File: config.mk
export PLATFORM = sky130hd
export DESIGN_NAME = ptvc_cell
export DESIGN_NICKNAME = d
export VERILOG_FILES = /design/src/hw/rtl/ptvc_pkg.sv /design/src/hw/rtl/ptvc_cell.sv
export SDC_FILE = /design/constraint.sdc
export NUM_CORES = 1
export LEC_CHECK = 0
export ABC_AREA = 1
export BUFFER_PORTS_ARGS = -buffer_cell sky130_fd_sc_hd__buf_2
export CAP_MARGIN = 20
export CORE_MARGIN = 1
export CORE_UTILIZATION = 45
export DETAILED_ROUTE_END_ITERATION = 10
export PLACE_DENSITY_LB_ADDON = 0.25
export SLEW_MARGIN = 20
export SYNTH_ARGS = -nofsm -noshare
export SYNTH_HDL_FRONTEND = slang
export SYNTH_SLANG_ARGS = --single-unit
File: constraint.sdc
create_clock -name clock -period 3.05 [get_ports clock]
set_clock_uncertainty 0.05 [all_clocks]
set_input_delay 0.305 -clock clock [delete_from_list [all_inputs] [get_ports clock]]
set_output_delay 0.305 -clock clock [all_outputs]
set_load 0.01 [all_outputs]
File: src/hw/rtl/ptvc_pkg.sv
`default_nettype none
package ptvc_pkg;
   localparam int DEPTH_DEF = 32;
   localparam int MAXV_DEF  = 4;
   localparam int VW        = 32;

   typedef enum logic [2:0] {
      FUNC_ADD   = 3'd0,
      FUNC_FLUSH = 3'd1,
      FUNC_CLEAR = 3'd2,
      FUNC_RSTAT = 3'd3,
      FUNC_QUERY = 3'd4
   } func_type;

   localparam logic [1:0] MD_BATCH = 2'd0;
   localparam logic [1:0] MD_FIFO  = 2'd1;
   localparam logic [1:0] MD_LRU   = 2'd2;
   localparam logic [1:0] MD_SPARE = 2'd3;   // behaves as FIFO

   localparam logic [1:0] CSR_MODE    = 2'd0;
   localparam logic [1:0] CSR_ENTRIES = 2'd1;
   localparam logic [1:0] CSR_LIMIT   = 2'd2;

   // command broadcast from the controller to every cell
   typedef struct packed {
      logic          clear;   // drop every entry
      logic          append;  // write key into the newest free position
      logic          lru_mv;  // move hit entry to the newest end
      logic          evict;   // shift the chain by one toward the oldest end
      logic [VW-1:0] key;
   } cell_cmd_type;
endpackage
`default_nettype wire

File: src/hw/rtl/ptvc_cell.sv
`default_nettype none
// One cache position. Position 0 is the oldest entry; entries are kept packed
// toward position 0, so position k holds the k-th oldest vertex.
module ptvc_cell
   import ptvc_pkg::*;
(
   input  wire logic          clock,
   input  wire logic          reset,
   input  wire cell_cmd_type  cmd,
   input  wire logic          is_tail,      // this is the first free position
   input  wire logic          is_last,      // this is the newest valid position
   input  wire logic          mv_here,      // at or past the LRU hit position
   input  wire logic [VW-1:0] next_key,     // key of the neighbor toward newer end
   output logic [VW-1:0]      key_out,
   output logic               valid_out,
   output logic               hit
);
   logic [VW-1:0] key_ff, key_in;
   logic          valid_ff, valid_in;

   assign key_out   = key_ff;
   assign valid_out = valid_ff;
   assign hit       = valid_ff && (key_ff == cmd.key);

   always_comb begin
      key_in   = key_ff;
      valid_in = valid_ff;
      if (cmd.clear) begin
         valid_in = 1'b0;
      end else if (cmd.evict) begin
         // full ring: shift toward oldest, newest gets the key
         key_in = is_last ? cmd.key : next_key;
      end else if (cmd.lru_mv && mv_here) begin
         key_in = is_last ? cmd.key : next_key;
      end else if (cmd.append && is_tail) begin
         key_in   = cmd.key;
         valid_in = 1'b1;
      end
   end

   always_ff @(posedge clock) begin
      key_ff <= key_in;
      if (reset) valid_ff <= 1'b0;
      else       valid_ff <= valid_in;
   end
endmodule
`default_nettype wire
# Word level (Yosys, flattened, before mapping)
# Cells that the tools add are included.
# totals
register_bits	33
in_bits	73
output_inout_bits	34
word_cells	17
# op_classes
eq_ne	1
muxes	4
bitwise_logic	3
n_reduce_logical	7
# op_table
operator	n
$mux 32	4
$eq 32x32->1	1
$logic_and 1x1->1	3
$not 1->1	3
$reduce_and 3->1	1
$reduce_bool 3->1	1
$reduce_and 2->1	1
$reduce_or 2->1	1

# Logic depth before layout (Yosys ltp)
# logic_depth
depth_word	4
depth_mapped	8
depth_no_buf	8

# Worst setup path after synthesis
# No wires, ideal clock.
# synth_path
path_kind	input to register
from	input cmd[33] (netlist name)
to	register key_ff[0] (netlist: key_out[0]) (enable)
setup_time_ns	0.387
t_arrival_ns	1.150
required_time_ns	2.613
slack_ns	1.463
path_stages	4
path_buffers	0
cell_sequence	nand2_1 > nand2_2 > o21bai_1 > inv_1
# synth_between
elab_chain_len	3
# synth_lines
element	line	text
from (decl)	ptvc_cell.sv:9	input wire cell_cmd_type cmd,
$logic_and 1x1->1	ptvc_cell.sv:33	end else if (cmd.lru_mv && mv_here) begin
$reduce_bool 3->1 (no source line)	--	
$reduce_and 2->1 (no source line)	--	
to (signal assigned)	ptvc_cell.sv:42	key_ff <= key_in;
to (decl)	ptvc_cell.sv:18	logic [VW-1:0] key_ff, key_in;
# No other way between the ends.
# A chain may end at the register's enable or synchronous reset.

# Worst setup path after layout
# layout_path
from	register key_ff[24] (netlist: key_out[24])
to	output hit
# layout_between
elab_chain_len	2
# layout_lines
element	line	text
$eq 32x32->1	ptvc_cell.sv:23	assign hit = valid_ff && (key_ff == cmd.key);
$logic_and 1x1->1	ptvc_cell.sv:23	
to (decl)	ptvc_cell.sv:16	output logic hit
# No other way between the ends.

==> flow_metrics.tcl <==
set metrics [dict create \
    std_cell_rows 24 \
    synthArstFlopShare_pct 0 \
    initial_core_util_pct 47.3 \
    power.internal_uw 846 \
    grt_max_degree 53 \
    synthCells 242 \
    grt_first_pass_wirelength_um 7500 \
    critPathBufInv 1 \
    wl_um 4520 \
    netlist_area_um2 2090 \
    cp_top_family "simple AND/OR/NAND/NOR gates" \
    synth.top_cell.area_share_pct 46.0 \
    cp-start-kind "register" \
    antenna_found_initial 0 \
    p_switching_uw 332 \
    die-width_um 70.1 \
    use_met3_pct 6.06 \
    critPathMaxStageDelay_ps 410 \
    coreArea_um2 4410 \
    slew_headroom_pct 46.2 \
    clock_power_share_pct 25.5 \
    cap_violations 0 \
    postCtsSetupBuffers 0 \
    tns_ps 0 \
    ctsRootBufferMaster "clkbuf_8" \
    worstMarginPinSlew_ps 806 \
    status "completed" \
    synth_edf_count 32 \
    p_per_area_nw_per_um2 431 \
    die_area_um2 4920 \
    vias 1865 \
    cts_sinks 33 \
    synth-seq-area-share_pct 46.9 \
    layout.nets 425 \
    syn-num-nets 315 \
    critPathArrivalTime_ps 1470 \
    yosysWarnings 0 \
    path_clk_slew_ps 70 \
    swShare_pct 28.2 \
    drv_slew 0 \
    pwr-share-seq_pct 49.9 \
    combPwrFrac_pct 24.7 \
    cts_hold_buf 0 \
    ant_nets 0 \
    dr.pass1.iters 4 \
    whs_ps 136 \
    wl_per_cell_um 11.2 \
    leakagePower_uw 0.00145 \
    fin_total_pwr_uw 1180 \
    ir_worst_vdd_uv 320 \
    drc 0 \
    multi_input_area_um2 892 \
    seq_area_um2 981 \
    yosys-top-cells-count "nand2_1, inv_1, nor2_1, edfxtp_1, a21oi_2" \
    yosys.cell_count.top_type "nand2_1" \
    hp-class "in -> reg" \
    min_period_ps 1830 \
    cts_tree "done" \
    cts-htree-levels 2 \
    place.gp.congestion 0.803 \
    cp_slowest_cell "edfxtp_1" \
    timing.fmax_mhz 548 \
    drive_gt1_share_pct 42.0 \
    grt-busiest-layer "met2" \
    synth.largest_area_cell "edfxtp_1" \
    cts_inserted_buffers 5 \
    end_kind "output port" \
    syn-mean-instance-area_um2 8.63 \
    setup_viol 0 \
    crit_type "reg -> out" \
    fin_crit_sh_pct 59.9 \
    ios 107 \
    use_met2_pct 33.9 \
    synth_flop_cell "edfxtp_1" \
    gr-usage-all-layers_pct 19.5 \
    dp_hpwl_um 3560 \
    use_met1_pct 23.5 \
    n_antenna_cell 0 \
    via_per_inst 4.62 \
    synth.distinct_cells 22 \
    area_growth_pct 30.8 \
    path_cells "xor2_1 > nor3_1 > nand3_1 > nor2_1 > buf_2" \
    fillers 411 \
    clk_latency_ps 280 \
    portBuffers 106 \
    cts_buffer_depth 2 \
    drt_iter0_markers 88 \
    ctsResizeCount 0 \
    die_y_um 70.1 \
    ys_top_cells_by_area "edfxtp_1, nand2_1, a21oi_2" \
    synth-seq-cells 33 \
    hold_violations 0 \
    rsz0062_at_grt "false" \
    required_ps 2690 \
    grt_overflow_total 0 \
    grt_pass1_vias 1825 \
    worst-path-max-fanout 2 \
]
flip-flops by register name (all words and copies together), names as in the netlist:
signal     cells
key_out       32
valid_out      1
final timing paths:
path               start  slack [ps]  depth (start not counted)        end
max          key_out[24]        1220                          5        hit
min                reset         140                          2  valid_out
max reg2reg    valid_out        2370                          2  valid_out
min reg2reg    valid_out         520                          2  valid_out
kinds of logic (layout without fill, tap and decap cells):
group / Yosys count / after routing / share of synthesized area (%)
AOI/OAI and AO/OA: 28 / 28 / 10.7
xor gates and xnor gates: 9 / 9 / 3.77
buffers and inverters: 51 / 161 / 10.4
DFF: 33 / 33 / 46.9
muxes: 12 / 12 / 7.90
and+or+nand+nor: 109 / 109 / 20.3
power by group through the flow:
| stage | clock, µW | combinational [µW] | sequential (µW) |
|---|---|---|---|
| 5_1_grt | 324 | 327 | 595 |
| 3_5_place_dp | 0 | 295 | 596 |
| 4_1_cts | 306 | 295 | 588 |
| 3_3_place_gp | 0 | 288 | 596 |
| 6_report | 300 | 291 | 588 |
| 2_1_floorplan | 0 | 152 | 617 |
per-layer routing:
metal / wire length, µm / part of all wire [%] / vias to the layer above
li1: - / - / 973
met1: 2010 / 44 / 812
met5: 0 / 0 / -
met4: 27 / 0.60 / 0
met3: 328 / 7.3 / 5
met2: 2150 / 48 / 75
per-stage QoR:
stage	std cells	setup slack [ps]	util, %	area (µm²)
finish	404	1220	61.9	2730
global route	404	1060	61.9	2730
CTS	404	1190	61.9	2730
detailed placement	397	1140	60.2	2660
global placement	397	1210	60.2	2660
floorplan	242	1460	-	2090
cells in the final DEF, fill, tap and decap left out:
cell	instances
nor2_1	36
nand2_2	1
clkinv_1	1
o211ai_1	2
dfxtp_1	1
buf_4	2
xor2_1	3
inv_2	1
nand2_1	67
edfxtp_1	32
a31oi_1	1
a21oi_2	20
mux2_4	8
xnor2_1	6
buf_2	106
clkbuf_1	1
inv_1	45
o21ai_0	3
o21bai_1	1
a21oi_1	1
nand3_1	2
clkbuf_8	5
nor3_1	2
nand2_4	1
mux2_2	4
final cells by class:
type / instances / area share [%]
sequential: 33 / 35.9
multi-input combinational: 158 / 32.6
timing repair buffer: 108 / 20.0
inverter: 46 / 6.32
clock buffer: 6 / 2.66
tap: 52 / 2.38
clock inverter: 1 / 0.137
Note: power is estimated with default switching activity, not from simulation.
